===== src/sv/fru_pkg.sv =====
// fru info area parser: shared types, codes and constants
// used by the front, queue, back and top level modules
`timescale 1ns / 1ps
`default_nettype none

package fru_pkg;

    // parse phase of the front state machine
    typedef enum logic [1:0] {
        PH_HEAD = 2'd0,
        PH_TL   = 2'd1,
        PH_DATA = 2'd2,
        PH_DONE = 2'd3
    } t_phase;

    // role of one byte in the result
    typedef enum logic [2:0] {
        ROLE_HEADER   = 3'd0,
        ROLE_TYPELEN  = 3'd1,
        ROLE_DATA     = 3'd2,
        ROLE_SENTINEL = 3'd3,
        ROLE_IGNORED  = 3'd4,
        ROLE_ERROR    = 3'd5
    } t_role;

    // area status
    typedef enum logic [1:0] {
        ST_PARSING      = 2'd0,
        ST_OK           = 2'd1,
        ST_INCONSISTENT = 2'd2,
        ST_OVERFLOW     = 2'd3
    } t_status;

    // area kind register codes
    localparam logic [1:0] KIND_CHASSIS = 2'd0;
    localparam logic [1:0] KIND_BOARD   = 2'd1;
    localparam logic [1:0] KIND_PRODUCT = 2'd2;

    // configuration register indexes
    localparam logic CFG_AREA_KIND    = 1'b0;
    localparam logic CFG_CUSTOM_LIMIT = 1'b1;

    // fixed field counts per area kind
    localparam logic [2:0] FIXED_CHASSIS = 3'd2;
    localparam logic [2:0] FIXED_BOARD   = 3'd5;
    localparam logic [2:0] FIXED_PRODUCT = 3'd7;

    // type/length decode
    localparam logic [1:0] SENTINEL_TYPE   = 2'd3;
    localparam logic [5:0] SENTINEL_LENGTH = 6'h01;
    localparam logic [7:0] SENTINEL_BYTE   = {SENTINEL_TYPE, SENTINEL_LENGTH};

    // manufacturing time: minutes since 1996-01-01 to seconds, shifted by 26 years of 365 days
    localparam logic [30:0] EPOCH_SHIFT_SECONDS = 31'(26 * 365 * 24 * 60 * 60);

    // one classified byte, front to back
    typedef struct packed {
        t_role       role;
        logic [7:0]  field_number;
        logic [1:0]  field_type;
        logic [5:0]  field_length;
        logic [7:0]  data_byte;
        logic [7:0]  header_value;
        t_status     status;
        logic        area_done;
        logic        mfg_valid;
        logic        date_load;
        logic [23:0] date_minutes;
    } t_rec;

endpackage

`default_nettype wire


===== src/sv/fru_front.sv =====
// fru front: configuration registers and the per-byte parse state machine
// depends on fru_pkg; emits one classified record per accepted byte
`timescale 1ns / 1ps
`default_nettype none

module fru_front (
    input  wire logic          i_clk,
    input  wire logic          i_rst_n,
    input  wire logic          i_cfg_wr_en,
    input  wire logic          i_cfg_index,
    input  wire logic [7:0]    i_cfg_data,
    input  wire logic          i_take,
    input  wire logic [7:0]    i_area_byte,
    input  wire logic          i_last_byte,
    output fru_pkg::t_rec      o_rec
);
    import fru_pkg::*;

    // configuration
    logic [1:0] r_area_kind;
    logic [7:0] r_custom_limit;

    // parse state
    t_phase     r_phase,        n_phase;
    logic [1:0] r_header_count, n_header_count;
    logic [15:0] r_date_lo,     n_date_lo;
    logic       r_date_valid,   n_date_valid;
    logic [5:0] r_data_left,    n_data_left;
    logic [7:0] r_field_count,  n_field_count;
    logic [7:0] r_custom_count, n_custom_count;
    logic [1:0] r_cur_type,     n_cur_type;
    logic [5:0] r_cur_length,   n_cur_length;
    t_status    r_final_status, n_final_status;

    // decode signals
    logic       w_board;
    logic [7:0] w_fixed;
    logic       w_head_end;
    logic       w_date_load;
    logic [1:0] w_tc;
    logic [5:0] w_fl;
    logic       w_custom;
    logic       w_tl_sentinel;
    logic       w_tl_over;
    logic       w_tl_bad;
    logic       w_tl_past;
    logic       w_tl_ok;
    logic [5:0] w_dl_next;
    logic [7:0] w_fc_inc;
    logic [7:0] w_fc_data;
    t_status    w_status;
    logic       w_ends;

    // configuration writes
    always_ff @(posedge i_clk) begin
        if (!i_rst_n) begin
            r_area_kind    <= KIND_CHASSIS;
            r_custom_limit <= 8'd0;
        end else if (i_cfg_wr_en) begin
            if (i_cfg_index == CFG_AREA_KIND) begin
                r_area_kind <= i_cfg_data[1:0];
            end else begin
                r_custom_limit <= i_cfg_data;
            end
        end
    end

    // byte classification and area status
    always_comb begin
        w_board = (r_area_kind == KIND_BOARD);
        unique case (r_area_kind)
            KIND_CHASSIS: w_fixed = {5'd0, FIXED_CHASSIS};
            KIND_BOARD:   w_fixed = {5'd0, FIXED_BOARD};
            default:      w_fixed = {5'd0, FIXED_PRODUCT};
        endcase
        w_head_end  = w_board ? (r_header_count == 2'd3) : 1'b1;
        w_date_load = (r_phase == PH_HEAD) && w_board && (r_header_count == 2'd3);

        w_tc          = i_area_byte[7:6];
        w_fl          = i_area_byte[5:0];
        w_custom      = (r_field_count >= w_fixed);
        w_tl_sentinel = w_custom && (i_area_byte == SENTINEL_BYTE);
        w_tl_over     = w_custom && (r_custom_limit != 8'd0)
                        && (r_custom_count >= r_custom_limit);
        w_tl_bad      = (w_tc == SENTINEL_TYPE) && (w_fl == SENTINEL_LENGTH);
        w_tl_past     = i_last_byte && (w_fl != 6'd0);
        w_tl_ok       = !w_tl_sentinel && !w_tl_over && !w_tl_bad && !w_tl_past;

        w_dl_next = (r_data_left != 6'd0) ? r_data_left - 6'd1 : r_data_left;
        w_fc_inc  = (r_field_count != 8'hFF) ? r_field_count + 8'd1 : r_field_count;
        w_fc_data = (w_dl_next == 6'd0) ? w_fc_inc : r_field_count;

        unique case (r_phase)
            PH_HEAD: begin
                w_status = i_last_byte ? ST_INCONSISTENT : ST_PARSING;
            end
            PH_TL: begin
                if (w_tl_sentinel) begin
                    w_status = ST_OK;
                end else if (w_tl_over) begin
                    w_status = ST_OVERFLOW;
                end else if (w_tl_bad || w_tl_past) begin
                    w_status = ST_INCONSISTENT;
                end else if (i_last_byte) begin
                    // an empty field closes here, so it counts toward the fixed fields
                    w_status = (w_fc_inc < w_fixed) ? ST_INCONSISTENT : ST_OK;
                end else begin
                    w_status = ST_PARSING;
                end
            end
            PH_DATA: begin
                if (!i_last_byte) begin
                    w_status = ST_PARSING;
                end else if ((w_dl_next != 6'd0) || (w_fc_data < w_fixed)) begin
                    w_status = ST_INCONSISTENT;
                end else begin
                    w_status = ST_OK;
                end
            end
            default: begin
                w_status = r_final_status;
            end
        endcase
        w_ends = (r_phase != PH_DONE) && (w_status != ST_PARSING);
    end

    // next state
    always_comb begin
        n_phase        = r_phase;
        n_header_count = r_header_count;
        n_date_lo      = r_date_lo;
        n_date_valid   = r_date_valid;
        n_data_left    = r_data_left;
        n_field_count  = r_field_count;
        n_custom_count = r_custom_count;
        n_cur_type     = r_cur_type;
        n_cur_length   = r_cur_length;
        n_final_status = r_final_status;

        unique case (r_phase)
            PH_HEAD: begin
                if (r_header_count == 2'd0) begin
                    n_date_valid = 1'b0;
                end else if (w_board && r_header_count == 2'd1) begin
                    n_date_lo[7:0] = i_area_byte;
                end else if (w_board && r_header_count == 2'd2) begin
                    n_date_lo[15:8] = i_area_byte;
                end
                if (w_head_end) begin
                    if (w_date_load) begin
                        n_date_valid = 1'b1;
                    end
                    n_phase = PH_TL;
                end else begin
                    n_header_count = r_header_count + 2'd1;
                end
            end
            PH_TL: begin
                if (w_tl_ok) begin
                    n_cur_type   = w_tc;
                    n_cur_length = w_fl;
                    if (w_custom && r_custom_count != 8'hFF) begin
                        n_custom_count = r_custom_count + 8'd1;
                    end
                    if (w_fl == 6'd0) begin
                        n_field_count = w_fc_inc;
                    end else begin
                        n_phase     = PH_DATA;
                        n_data_left = w_fl;
                    end
                end
            end
            PH_DATA: begin
                n_data_left   = w_dl_next;
                n_field_count = w_fc_data;
                if (w_dl_next == 6'd0) begin
                    n_phase = PH_TL;
                end
            end
            default: begin
                n_phase = PH_DONE;
            end
        endcase

        // area finished early or at its end
        if (w_ends) begin
            n_phase        = PH_DONE;
            n_final_status = w_status;
        end

        // last byte returns the phase, counts and field state to the start of an area
        if (i_last_byte) begin
            n_phase        = PH_HEAD;
            n_header_count = 2'd0;
            n_date_valid   = 1'b0;
            n_data_left    = 6'd0;
            n_field_count  = 8'd0;
            n_custom_count = 8'd0;
            n_cur_type     = 2'd0;
            n_cur_length   = 6'd0;
            n_final_status = ST_PARSING;
        end
    end

    // record fields
    always_comb begin
        o_rec              = '0;
        o_rec.data_byte    = i_area_byte;
        o_rec.status       = w_status;
        o_rec.area_done    = i_last_byte;
        o_rec.date_load    = w_date_load;
        o_rec.date_minutes = {i_area_byte, r_date_lo};
        o_rec.mfg_valid    = r_date_valid || w_date_load;

        unique case (r_phase)
            PH_HEAD: begin
                o_rec.role = ROLE_HEADER;
                if (r_header_count == 2'd0) begin
                    o_rec.header_value = i_area_byte;
                end
            end
            PH_TL: begin
                o_rec.field_number = r_field_count;
                o_rec.field_type   = w_tc;
                o_rec.field_length = w_fl;
                if (w_tl_sentinel) begin
                    o_rec.role = ROLE_SENTINEL;
                end else if (w_tl_ok) begin
                    o_rec.role = ROLE_TYPELEN;
                end else begin
                    o_rec.role = ROLE_HEADER;
                end
            end
            PH_DATA: begin
                o_rec.role         = ROLE_DATA;
                o_rec.field_number = r_field_count;
                o_rec.field_type   = r_cur_type;
                o_rec.field_length = r_cur_length;
            end
            default: begin
                o_rec.role = ROLE_IGNORED;
            end
        endcase

        if (w_ends && (w_status inside {ST_INCONSISTENT, ST_OVERFLOW})) begin
            o_rec.role = ROLE_ERROR;
        end
    end

    // state registers
    always_ff @(posedge i_clk) begin
        if (!i_rst_n) begin
            r_phase        <= PH_HEAD;
            r_header_count <= 2'd0;
            r_date_valid   <= 1'b0;
            r_data_left    <= 6'd0;
            r_field_count  <= 8'd0;
            r_custom_count <= 8'd0;
            r_cur_type     <= 2'd0;
            r_cur_length   <= 6'd0;
            r_final_status <= ST_PARSING;
        end else if (i_take) begin
            r_phase        <= n_phase;
            r_header_count <= n_header_count;
            r_date_valid   <= n_date_valid;
            r_data_left    <= n_data_left;
            r_field_count  <= n_field_count;
            r_custom_count <= n_custom_count;
            r_cur_type     <= n_cur_type;
            r_cur_length   <= n_cur_length;
            r_final_status <= n_final_status;
        end
    end

    // date bytes, no reset needed
    always_ff @(posedge i_clk) begin
        if (i_take) begin
            r_date_lo <= n_date_lo;
        end
    end

    // a finished area always carries a final status
    a_done_has_status: assert property (@(posedge i_clk) disable iff (!i_rst_n)
        (r_phase == PH_DONE) |-> (r_final_status != ST_PARSING))
        else $error("front: done phase without final status");

    // data phase always owes at least one byte
    a_data_owed: assert property (@(posedge i_clk) disable iff (!i_rst_n)
        (r_phase == PH_DATA) |-> (r_data_left != 6'd0))
        else $error("front: data phase with no bytes left");

    // custom fields are a subset of all fields
    a_custom_bound: assert property (@(posedge i_clk) disable iff (!i_rst_n)
        r_custom_count <= r_field_count)
        else $error("front: custom count above field count");

endmodule

`default_nettype wire


===== src/sv/fru_queue.sv =====
// fru queue: small fifo of classified records between front and back
// depends on fru_pkg for the record type
`timescale 1ns / 1ps
`default_nettype none

module fru_queue #(
    parameter int DEPTH = 2
) (
    input  wire logic          i_clk,
    input  wire logic          i_rst_n,
    input  wire logic          i_push,
    input  wire fru_pkg::t_rec i_rec,
    input  wire logic          i_pop,
    output fru_pkg::t_rec      o_rec,
    output logic               o_full,
    output logic               o_not_empty
);
    import fru_pkg::*;

    localparam int PTR_W = $clog2(DEPTH);
    localparam int CNT_W = $clog2(DEPTH + 1);

    t_rec             r_mem [DEPTH];
    logic [PTR_W-1:0] r_wr_ptr;
    logic [PTR_W-1:0] r_rd_ptr;
    logic [CNT_W-1:0] r_count;

    assign o_full      = (r_count == CNT_W'(DEPTH));
    assign o_not_empty = (r_count != '0);
    assign o_rec       = r_mem[r_rd_ptr];

    // storage write
    always_ff @(posedge i_clk) begin
        if (i_push) begin
            r_mem[r_wr_ptr] <= i_rec;
        end
    end

    // pointers and fill count
    always_ff @(posedge i_clk) begin
        if (!i_rst_n) begin
            r_wr_ptr <= '0;
            r_rd_ptr <= '0;
            r_count  <= '0;
        end else begin
            if (i_push) begin
                r_wr_ptr <= (r_wr_ptr == PTR_W'(DEPTH - 1)) ? '0 : r_wr_ptr + 1'b1;
            end
            if (i_pop) begin
                r_rd_ptr <= (r_rd_ptr == PTR_W'(DEPTH - 1)) ? '0 : r_rd_ptr + 1'b1;
            end
            if (i_push && !i_pop) begin
                r_count <= r_count + 1'b1;
            end else if (i_pop && !i_push) begin
                r_count <= r_count - 1'b1;
            end
        end
    end

    // fill count never exceeds the depth
    a_count_bound: assert property (@(posedge i_clk) disable iff (!i_rst_n)
        r_count <= CNT_W'(DEPTH))
        else $error("queue: count above depth");

    // a pop only takes a stored record
    a_pop_nonempty: assert property (@(posedge i_clk) disable iff (!i_rst_n)
        i_pop |-> (r_count != '0))
        else $error("queue: pop while empty");

endmodule

`default_nettype wire


===== src/sv/fru_back.sv =====
// fru back: manufacturing time conversion and the result output register
// depends on fru_pkg for the record type and epoch constant
`timescale 1ns / 1ps
`default_nettype none

module fru_back (
    input  wire logic          i_clk,
    input  wire logic          i_rst_n,
    input  wire logic          i_rec_valid,
    input  wire fru_pkg::t_rec i_rec,
    output logic               o_pop,
    output logic               o_valid,
    input  wire logic          i_stall,
    output logic [2:0]         o_byte_role,
    output logic [7:0]         o_field_number,
    output logic [1:0]         o_field_type,
    output logic [5:0]         o_field_length,
    output logic [7:0]         o_data_byte,
    output logic [7:0]         o_header_value,
    output logic [30:0]        o_mfg_seconds,
    output logic [1:0]         o_status,
    output logic               o_area_done
);
    import fru_pkg::*;

    logic        r_valid;
    t_rec        r_out;
    logic [30:0] r_out_seconds;
    logic [30:0] r_seconds;
    logic [29:0] w_minutes_x60;
    logic [30:0] w_new_seconds;
    logic [30:0] w_seconds;

    // output register free or being drained
    assign o_pop = i_rec_valid && (!r_valid || !i_stall);

    // minutes * 60 as minutes * 64 - minutes * 4, then the epoch shift
    always_comb begin
        w_minutes_x60 = {i_rec.date_minutes, 6'd0} - {4'd0, i_rec.date_minutes, 2'd0};
        w_new_seconds = {1'b0, w_minutes_x60} + EPOCH_SHIFT_SECONDS;
        if (!i_rec.mfg_valid) begin
            w_seconds = 31'd0;
        end else if (i_rec.date_load) begin
            w_seconds = w_new_seconds;
        end else begin
            w_seconds = r_seconds;
        end
    end

    // output valid
    always_ff @(posedge i_clk) begin
        if (!i_rst_n) begin
            r_valid <= 1'b0;
        end else if (o_pop) begin
            r_valid <= 1'b1;
        end else if (!i_stall) begin
            r_valid <= 1'b0;
        end
    end

    // output payload and held conversion
    always_ff @(posedge i_clk) begin
        if (o_pop) begin
            r_out         <= i_rec;
            r_out_seconds <= w_seconds;
            if (i_rec.date_load) begin
                r_seconds <= w_new_seconds;
            end
        end
    end

    assign o_valid        = r_valid;
    assign o_byte_role    = r_out.role;
    assign o_field_number = r_out.field_number;
    assign o_field_type   = r_out.field_type;
    assign o_field_length = r_out.field_length;
    assign o_data_byte    = r_out.data_byte;
    assign o_header_value = r_out.header_value;
    assign o_mfg_seconds  = r_out_seconds;
    assign o_status       = r_out.status;
    assign o_area_done    = r_out.area_done;

endmodule

`default_nettype wire


===== src/sv/fru_info_area_parser_top.sv =====
// Parser for one IPMI FRU chassis, board or product info area, one byte per transfer.
// Each accepted byte gives exactly one result transfer carrying its role, field number,
// type/length decode and status; a board area also reports its manufacturing time in
// seconds from the third date byte on (epoch shift of 26 years of 365 days). Bytes are
// accepted one per clock while the queue has room, the parse state advancing once per
// accepted byte; while the output stalls up to QUEUE_DEPTH + 1 results (queue entries
// plus the output register) can wait before the input stalls. A result goes into the
// queue when its byte transfers and then into the output register, which presents it.
// Configuration (area kind, custom field limit) must be written only between areas;
// the block does not enforce this. Depends on fru_pkg, fru_front, fru_queue and fru_back.
`timescale 1ns / 1ps
`default_nettype none

module fru_info_area_parser_top #(
    parameter int QUEUE_DEPTH = 2
) (
    input  wire logic          i_clk,
    input  wire logic          i_rst_n,
    input  wire logic          i_cfg_wr_en,
    input  wire logic          i_cfg_index,
    input  wire logic [7:0]    i_cfg_data,
    input  wire logic          i_valid,
    output logic               o_stall,
    input  wire logic [7:0]    i_area_byte,
    input  wire logic          i_last_byte,
    output logic               o_valid,
    input  wire logic          i_stall,
    output logic [2:0]         o_byte_role,
    output logic [7:0]         o_field_number,
    output logic [1:0]         o_field_type,
    output logic [5:0]         o_field_length,
    output logic [7:0]         o_data_byte,
    output logic [7:0]         o_header_value,
    output logic [30:0]        o_mfg_seconds,
    output logic [1:0]         o_status,
    output logic               o_area_done
);
    import fru_pkg::*;

    logic w_full;
    logic w_take;
    logic w_not_empty;
    logic w_pop;
    t_rec w_front_rec;
    t_rec w_head_rec;

    // input transfer when the queue has room
    assign o_stall = w_full;
    assign w_take  = i_valid && !w_full;

    // parse front
    fru_front u_front (
        .i_clk       (i_clk),
        .i_rst_n     (i_rst_n),
        .i_cfg_wr_en (i_cfg_wr_en),
        .i_cfg_index (i_cfg_index),
        .i_cfg_data  (i_cfg_data),
        .i_take      (w_take),
        .i_area_byte (i_area_byte),
        .i_last_byte (i_last_byte),
        .o_rec       (w_front_rec)
    );

    // record queue
    fru_queue #(
        .DEPTH (QUEUE_DEPTH)
    ) u_queue (
        .i_clk       (i_clk),
        .i_rst_n     (i_rst_n),
        .i_push      (w_take),
        .i_rec       (w_front_rec),
        .i_pop       (w_pop),
        .o_rec       (w_head_rec),
        .o_full      (w_full),
        .o_not_empty (w_not_empty)
    );

    // conversion and output stage
    fru_back u_back (
        .i_clk          (i_clk),
        .i_rst_n        (i_rst_n),
        .i_rec_valid    (w_not_empty),
        .i_rec          (w_head_rec),
        .o_pop          (w_pop),
        .o_valid        (o_valid),
        .i_stall        (i_stall),
        .o_byte_role    (o_byte_role),
        .o_field_number (o_field_number),
        .o_field_type   (o_field_type),
        .o_field_length (o_field_length),
        .o_data_byte    (o_data_byte),
        .o_header_value (o_header_value),
        .o_mfg_seconds  (o_mfg_seconds),
        .o_status       (o_status),
        .o_area_done    (o_area_done)
    );

endmodule

`default_nettype wire

===== config.mk =====
export PLATFORM = sky130hd
export DESIGN_NAME = fru_info_area_parser_top
export DESIGN_NICKNAME = d
export VERILOG_FILES = /design/src/sv/fru_pkg.sv /design/src/sv/fru_front.sv /design/src/sv/fru_queue.sv /design/src/sv/fru_back.sv /design/src/sv/fru_info_area_parser_top.sv
export SDC_FILE = /design/constraint.sdc
export NUM_CORES = 1
export LEC_CHECK = 0
export ABC_AREA = 1
export BUFFER_PORTS_ARGS = -buffer_cell sky130_fd_sc_hd__buf_2
export CORE_MARGIN = 2
export CORE_UTILIZATION = 40
export CTS_CLUSTER_SIZE = 10
export DETAILED_ROUTE_END_ITERATION = 7
export PLACE_DENSITY = 0.6
export SLEW_MARGIN = 20
export SYNTH_ARGS = -nofsm -noshare
export SYNTH_HDL_FRONTEND = slang
export SYNTH_SLANG_ARGS = --single-unit

===== constraint.sdc =====
create_clock -name i_clk -period 9.23 [get_ports i_clk]
set_clock_uncertainty 0.05 [all_clocks]
set_input_delay 1.3845 -clock i_clk [delete_from_list [all_inputs] [get_ports i_clk]]
set_output_delay 1.3845 -clock i_clk [all_outputs]
set_load 0.005 [all_outputs]

Word-level counts from Yosys, hierarchy flattened
Memories as Yosys holds them, arrays and structs flattened. A register that Yosys moved wholly into a read port is not among the register bits.
Index checks and enable logic that the tools add are counted.
{"block": "totals", "ff_bits": 168, "ramBits": 128, "in_bits": 23, "elab_cells": 199, "n_memories": 1}
{"block": "classes", "addsub": 10, "order_cmp": 4, "n_eq_ne": 24, "n_mux": 67, "bitwise": 3, "n_reduce_logical": 63}
{"name": "u_queue.r_mem", "depth": 2, "width": 64, "read_ports": 1, "rd_clocked_by_memory_dff": 1, "write_ports": 1, "line": "fru_queue.sv:23", "text": "t_rec r_mem [DEPTH];"}
{"operator": "$mux 8", "n": 11}
{"operator": "$mux 2", "n": 25}
{"operator": "$mux 6", "n": 7}
{"operator": "$pmux 16 s2", "n": 1}
{"operator": "$add 30x30->31 const B", "n": 1}
{"operator": "$mux 31", "n": 1}
{"operator": "$sub 30x26->30", "n": 1}
{"operator": "$logic_and 1x1->1", "n": 19}
{"operator": "$reduce_bool 2->1", "n": 9}
{"operator": "$reduce_bool 6->1", "n": 3}
{"operator": "$add 8x1->8 const B", "n": 2}
{"operator": "$lt 8x3->1", "n": 2}
{"operator": "$ne 8x8->1 const B", "n": 2}
{"operator": "$pmux 8 s2", "n": 1}
{"operator": "$reduce_and 4->1", "n": 4}
{"operator": "$mux 1", "n": 15}
{"operator": "$eq 2x2->1 const B", "n": 7}
{"operator": "$logic_not 6->1", "n": 2}
{"operator": "$ne 4x2->1 const B", "n": 3}
{"operator": "$pmux 2 s3", "n": 2}
{"operator": "$pmux 6 s2", "n": 1}
{"operator": "$reduce_and 5->1", "n": 2}
{"operator": "$logic_not 1->1", "n": 9}
{"operator": "$pmux 3 s3", "n": 1}
{"operator": "23 further kinds", "n": 40}

Longest topological paths before layout
Gate-level depths: netlist of run 1.
{"block": "logic_depth", "ltp_word": 13, "depth_mapped": 30, "depth_no_buf": 30}

Modules after synthesis
From an unflattened synthesis of run 1, not the netlist that was laid out.
{"block": "unflattened", "hier_cells": 1612, "hier_area_um2": 15618.7}
{"module": "fru_back", "instances": 1, "cells_each": 781, "area_each_um2": 6232.2, "seq_area_each_um2": 3022.9}
{"module": "fru_queue", "instances": 1, "cells_each": 234, "area_each_um2": 5148.7, "seq_area_each_um2": 3943.8}
{"module": "fru_front", "instances": 1, "cells_each": 595, "area_each_um2": 4227.8, "seq_area_each_um2": 1421.4}
{"module": "fru_info_area_parser_top", "instances": 1, "cells_each": 2, "area_each_um2": 10.0, "seq_area_each_um2": 0.0}

Worst setup path after synthesis of run 1
Ideal clock, no wire load.
{"block": "synth_path", "path_type": "input -> register", "from": "input port i_valid", "to": "memory u_queue.r_mem[1][0] in the netlist's numbering, enable pin", "arrival_time_ps": 3925, "setup_slack_ps": 4783, "path_stages": 2, "cell_sequence": "o21ai_1 -> nor2_1"}
{"block": "synth_between", "elab_chain_len": 3}
{"element": "from (decl)", "line": "fru_info_area_parser_top.sv:22", "text": "input wire logic i_valid,"}
{"element": "$logic_and 1x1->1", "line": "fru_info_area_parser_top.sv:49", "text": "assign w_take = i_valid && !w_full;"}
{"element": "$mux 1", "line": "fru_queue.sv:34", "text": "if (i_push) begin"}
{"element": "$mux 1 (implied by the code)", "line": "fru_queue.sv:35", "text": "r_mem[r_wr_ptr] <= i_rec;"}
{"element": "to (decl)", "line": "fru_queue.sv:23"}
No other way between the ends.

==> out/qor.txt, run 1 <==
Post CTS Setup Buffer Count -> 0
Number of port buffers -> 93
Final setup fails -> 0
Initial Utilization -> 0.4053
Unrepaired setup endpoints after global routing -> false
Worst path required time -> 9430 ps
Filler cells -> 3356
Fin Setup TNS -> 0 ps
Core area -> 35480 um^2
Post-cts sizing count -> 0
Final Slew Violations -> 0
Flop2flop setup slack -> 4370 ps
Achievable frequency -> 205.8 MHz
Synth Net Count -> 1627
Mapped Cells -> 1552
Hold-fix buffers, CTS -> 0
Leakage power figure -> 6.894 nW
Routed Antenna Nets -> 0
Crit Path Class -> reg2reg
Synth cell types -> 56
Total routed wirelength -> 34880 um
Maxcap violations -> 0
Clk Latency, worst-skew pair -> 530 ps
Horiz. Die Dim -> 193.6 um
Pwr Total -> 6.591 mW
Slew @ Worst Pin -> 945.1 ps
Hold_sp -> u_front.r_date_lo[6]
Worst Hold Depth -> 0
#FFs+latches synth -> 281
R2R cell count -> 25
RePlAce Congestion -> 0.9624
Cell family with most CP delay -> simple AND/OR/NAND/NOR gates
Min-delay worst type -> reg2reg
Clock Tree Root -> clkbuf_16
N_diodes -> 0
Largest net degree at the start of global routing -> 62
Fin Hold WS -> 393.5 ps
Die Span Y -> 193.6 um
Nets -> 1734
FF-to-FF End -> u_back.o_mfg_seconds[28]
Multi-input gate area -> 5598 um^2
Arr. time, crit path -> 5060 ps
Most frequent cells in the layout -> nand2_1 (371), edfxtp_1 (228), inv_1 (180)
Relative slew slack -> 0.3700
Synth-to-Final Area Change -> 14.58%
Drt first pass iters -> 5
Reg area -> 7909 um^2
Count of boundary I/O pins -> 94
Post-synthesis async set-or-reset flop share -> 0
DR vias/cell -> 4.980
Area of the die -> 37490 um^2
Sinks on the clock net -> 281
Synth Warn # -> 0
Final Hold Viols -> 0
Worst Path Max Fanout -> 52
Register area share after synthesis -> 0.5498
Commonest non-fill, non-tap cell in the layout -> nand2_1
Hold path endpoint -> u_queue.r_mem[1][6]
H-tree depth -> 2
First-pass GRT wire length -> 55640 um
Reg clk slew, reported paths -> 60 ps
CP max-delay cell -> dfxtp_2
Bufs on Longest Clock Path -> 3
Post-Layout Cell Count -> 2142
Post-Syn Area -> 14380 um^2
Clock tree from TritonCTS -> done
Layout cells sized above 1 -> 0.1541
Critical Path End Type -> register
Pwr dens -> 400.0 nW/um^2
Grt ovf -> 0
Synthesized area per cell -> 9.267 um^2
Crit path launch type -> register
Initial antenna violation count -> 0
Hpwl dp -> 24810 um
Worst path bufs/invs -> 6
Final period util -> 0.5263
Final Critical Period -> 4858 ps
Crit-path max cell delay -> 670 ps
Rows -> 69
Routed vias -> 10670
Post-synth EDFFs -> 228
DP Cell Count -> 2081
All-Layer GR Usage -> 0.1854
Vias in the first global route -> 10580
DRC Markers -> 0
Detailed Route Iter0 Violations -> 614
Worst path most repeated cell -> nand2_1
Worst vdd rail ir drop -> 313.9 uV
Ys flop type -> edfxtp_1
CTS Buf Count -> 36
Status -> finished, final reports clean
Wire per inst -> 16.28 um
## registers in the layout, summed over array words and instances (netlist names), 3 cells and up, named ones only
name                    count
u_back.o_data_byte          8
u_front.r_date_lo          16
u_back.o_header_value       8
u_front.r_custom_count      8
u_front.r_field_count       8
u_queue.r_mem             112
u_back.o_mfg_seconds       31
u_back.o_field_length       6
u_back.o_byte_role          3
u_back.r_seconds           31
u_front.r_data_left         6
u_front.r_cur_length        6
u_front.r_custom_limit      8
u_back.o_field_number       8
## worst max path at each step
| stage | startpoint | end | slack (ps) | cells after the start |
|---|---|---|---|---|
| CTS | register | u_back.o_mfg_seconds[28] | 4300 | 25 |
| detailed placement | register | u_back.o_mfg_seconds[28] | 4300 | 25 |
| global placement | register | u_back.o_mfg_seconds[28] | 4270 | 25 |
| global route | register | u_back.o_mfg_seconds[29] | 4000 | 21 |
| finish | register | u_back.o_mfg_seconds[28] | 4370 | 25 |
| floorplan | i_valid | u_queue.r_mem[1][0] | 4780 | 2 |
## stage by stage
step                        util  area (um^2)  setup WS (ps)
final                     0.4644        16480           4372
after global routing      0.4644        16480           4002
after CTS                 0.4637        16450           4299
after detailed placement  0.4334        15380           4304
after global placement    0.4334        15380           4272
after floorplan                -        14380           4783
## power breakdown
part	switching (mW)	internal, mW
Combinational	2.24	1.03
Clock	0.513	0.773
Sequential	0.123	1.91
## layout make-up
cell class                      instances  share of cell area
Multi-Input combinational cell       1035              0.3397
Timing Repair Buffer                  102             0.03356
Sequential cell                       281              0.4799
Inverter                              203             0.04669
Clock inverter                          8            0.004935
Tap cell                              461             0.03500
Clock buffer                           52             0.06021
## kinds of logic (layout without fill, tap and decap cells)
| logic type | after synthesis | after routing | synth area share |
|---|---|---|---|
| buffers and inverters | 236 | 365 | 0.06290 |
| muxes | 1 | 1 | 0.0006960 |
| xor gates and xnor gates | 26 | 26 | 0.02210 |
| adders and majority gates | 52 | 52 | 0.04524 |
| and+or+nand+nor | 713 | 713 | 0.2211 |
| AOI/OAI and AO/OA | 243 | 243 | 0.09822 |
| DFF | 281 | 281 | 0.5498 |
## synth_stat cells, drive strengths merged, types with 3 or more instances
cell type  number  area [um^2]
nand3b          4        33.78
dfxtp          53         1061
o211ai          8        60.06
or2            25        156.4
nand3          94        530.5
edfxtp        228         6847
inv           200        755.7
nand2         394         1572
o21bai          5        37.54
o21ai          90        473.0
xor2           20        242.7
clkinv          3        11.26
o31ai           9        67.56
clkbuf         29        108.9
nor4            4        25.02
o21a            5        37.54
xnor2           6        75.08
a21boi          6        45.04
nor3           28        150.1
ha             52        650.6
buf             4        28.78
a31oi           6        37.54
a211oi         16        120.1
nor2          144        586.8
nand4          18        112.6
a21oi          90        469.2
## metal layers
layer | up-vias | wire length [um] | track usage
met5 | - | 0 | 0
met4 | 0 | 1039 | 0.06588
met3 | 68 | 1236 | 0.02627
met2 | 211 | 17610 | 0.3382
met1 | 4938 | 14990 | 0.2226
li1 | 5450 | - | -
Note: power is estimated with default switching activity, not from simulation.
==> run 2: changes to the inputs <==
Clock period 9.23 ns to 4.5 ns, I/O delays scaled along.
==> run 2 against run 1 <==
  * Power increased by 100%
  * Critical path depth decreased by 4
  * Clock power increased by 97%
  * Wire length decreased by 3.9%
  * First-iteration DRC count increased by 3.7%
  * Non-clock buffer count increased by 5
  * Final area decreased by 0.11%
  * Utilization decreased by 0.053 points
  * Die area unchanged
  * Largest power group unchanged
  * Highest routed layer unchanged
==> out/qor.txt, run 2 (synthesis results as in run 1) <==
Nets -> 1738 (+0.23%)
Final period util -> 0.8825 (+0.3562)
Bufs on Longest Clock Path -> 3 (unchanged)
Vias in the first global route -> 10520 (-0.55%)
Wire per inst -> 15.62 um (-4.1%)
Worst vdd rail ir drop -> 525.4 uV (+67%)
DR vias/cell -> 5.016 (+0.72%)
Arr. time, crit path -> 4140 ps (-920 ps)
Routed Antenna Nets -> 0 (unchanged)
Post CTS Setup Buffer Count -> 0 (unchanged)
Core area -> 35480 um^2 (unchanged)
Slew @ Worst Pin -> 1064 ps (+119.2 ps)
Rows -> 69 (unchanged)
DRC Markers -> 0 (unchanged)
Crit Path Class -> reg2reg
CP cell instances -> inv_2, buf_4, or2_2, o21ai_0, ha_1, nand2_1, nand3b_2, o21ai_2, xor2_1, inv_1, ha_1, nor2_1, nor2_2, a21oi_2, nand3_1, nand2_2, nand2_1, nand2_1, nand3_1, o21ai_1, nor2_1
Worst path required time -> 4670 ps (-4760 ps)
Unrepaired setup endpoints after global routing -> false
Relative slew slack -> 0.2753 (-0.09462)
Leakage power figure -> 6.887 nW (about the same)
Critical Path End Type -> register
Routed vias -> 10760 (+0.86%)
Hold-fix buffers, CTS -> 0 (unchanged)
Area of the die -> 37490 um^2 (unchanged)
Initial Utilization -> 0.4053 (unchanged)
Die Span Y -> 193.6 um (unchanged)
Most frequent cells in the layout -> nand2_1 (371), edfxtp_1 (228), inv_1 (180)
Final Hold Viols -> 0 (unchanged)
Min-delay worst type -> in2reg
Crit path launch type -> register
Commonest non-fill, non-tap cell in the layout -> nand2_1
Worst path most repeated cell -> nand2_1
Achievable frequency -> 251.8 MHz (+22%)
Final Slew Violations -> 0 (unchanged)
Number of port buffers -> 93 (unchanged)
Grt ovf -> 0 (unchanged)
Post-cts sizing count -> 0 (unchanged)
Crit-path max cell delay -> 410 ps (-260 ps)
First-pass GRT wire length -> 54430 um (-2.2%)
Detailed Route Iter0 Violations -> 637 (+3.7%)
Largest net degree at the start of global routing -> 63 (+1.6%)
Layout cells sized above 1 -> 0.1538 (-0.0002745)
Final setup fails -> 0 (unchanged)
Drt first pass iters -> 5 (unchanged)
N_diodes -> 0 (unchanged)
Reg clk slew, reported paths -> 60 ps (about the same)
CTS Buf Count -> 35 (-2.8%)
Worst slack, placed -> 505.7 ps (-3798 ps)
Fin worst setup slack -> 528.7 ps (-3843 ps)
Clk Latency, worst-skew pair -> 520 ps (about the same)
Initial antenna violation count -> 0 (unchanged)
Sinks on the clock net -> 281 (unchanged)
RePlAce Congestion -> 0.9087 (-5.6%)
Fin Setup TNS -> 0 ps (unchanged)
Clock tree from TritonCTS -> done
Count of boundary I/O pins -> 94 (unchanged)
Synth-to-Final Area Change -> 14.45%
Horiz. Die Dim -> 193.6 um (unchanged)
Hpwl dp -> 24240 um (-2.3%)
Worst Path Max Fanout -> 16 (-69%)
All-Layer GR Usage -> 0.1785 (-0.006925)
Worst Hold Depth -> 3 (+3)
CP max-delay cell -> ha_1
Pwr dens -> 811.6 nW/um^2 (+100%)
Final Critical Period -> 3971 ps (-886.9 ps)
Max reg flops -> 112 (unchanged)
H-tree depth -> 2 (unchanged)
Maxcap violations -> 0 (unchanged)
Clock Tree Root -> clkbuf_16
Status -> finished, final reports clean
R2R cell count -> 21 (-16%)
Total routed wirelength -> 33510 um (-3.9%)
Largest Register -> u_queue.r_mem
run 2: path summary, 6_finish.rpt:
kind	slack, ps	to	startpoint
hold / removal	370	u_front.r_area_kind[1]	i_cfg_data[1]
setup / recovery	530	u_back.o_mfg_seconds[26]	register
hold reg to reg	390	u_queue.r_mem[1][7]	u_front.r_date_lo[7]
setup reg to reg	530	u_back.o_mfg_seconds[26]	register
run 2: report_power, final:
part / internal, mW / total, mW / switching [mW]
Sequential: 3.91 / 4.14 / 0.231
Clock: 1.51 / 2.54 / 1.03
Combinational: 2.14 / 6.68 / 4.54
run 2: final cells by class:
class	instances	area [um^2]
Clock buffer	52	949.7
Timing Repair Buffer	107	583.1
Fill cell	3387	19020
Clock inverter	6	75.07
Multi-Input combinational cell	1035	5598
Sequential cell	281	7909
Tap cell	461	576.8
Inverter	203	769.5
run 2: stage by stage:
stage	std cells	power (mW)	cell area [um^2]	hold slack [ps]	utilization
2_1_floorplan	1552	9.046	14380	371.5	-
3_3_place_gp	2087	10.84	15440	373.8	0.4350
3_5_place_dp	2087	10.90	15440	382.8	0.4350
4_1_cts	2145	13.50	16460	351.1	0.4639
5_1_grt	2145	14.48	16460	365.9	0.4639
6_report	2145	13.36	16460	365.4	0.4639
run 2: per-layer routing:
metal  vias up  GRT usage  part of all wire
met1      5027     0.2213              0.44
met3        68    0.02418             0.036
met5         -          0                 0
met2       217     0.3201              0.50
met4         0    0.05937             0.029
li1       5447          -                 -
run 2: critical path, delay by kind of cell (launching register included):
kind	cells	cell delay, ps
buf+inv	3	470
xor+xnor	1	210
compound gates	4	750
fa+ha+maj	2	620
flops	1	320
simple gates	11	1240
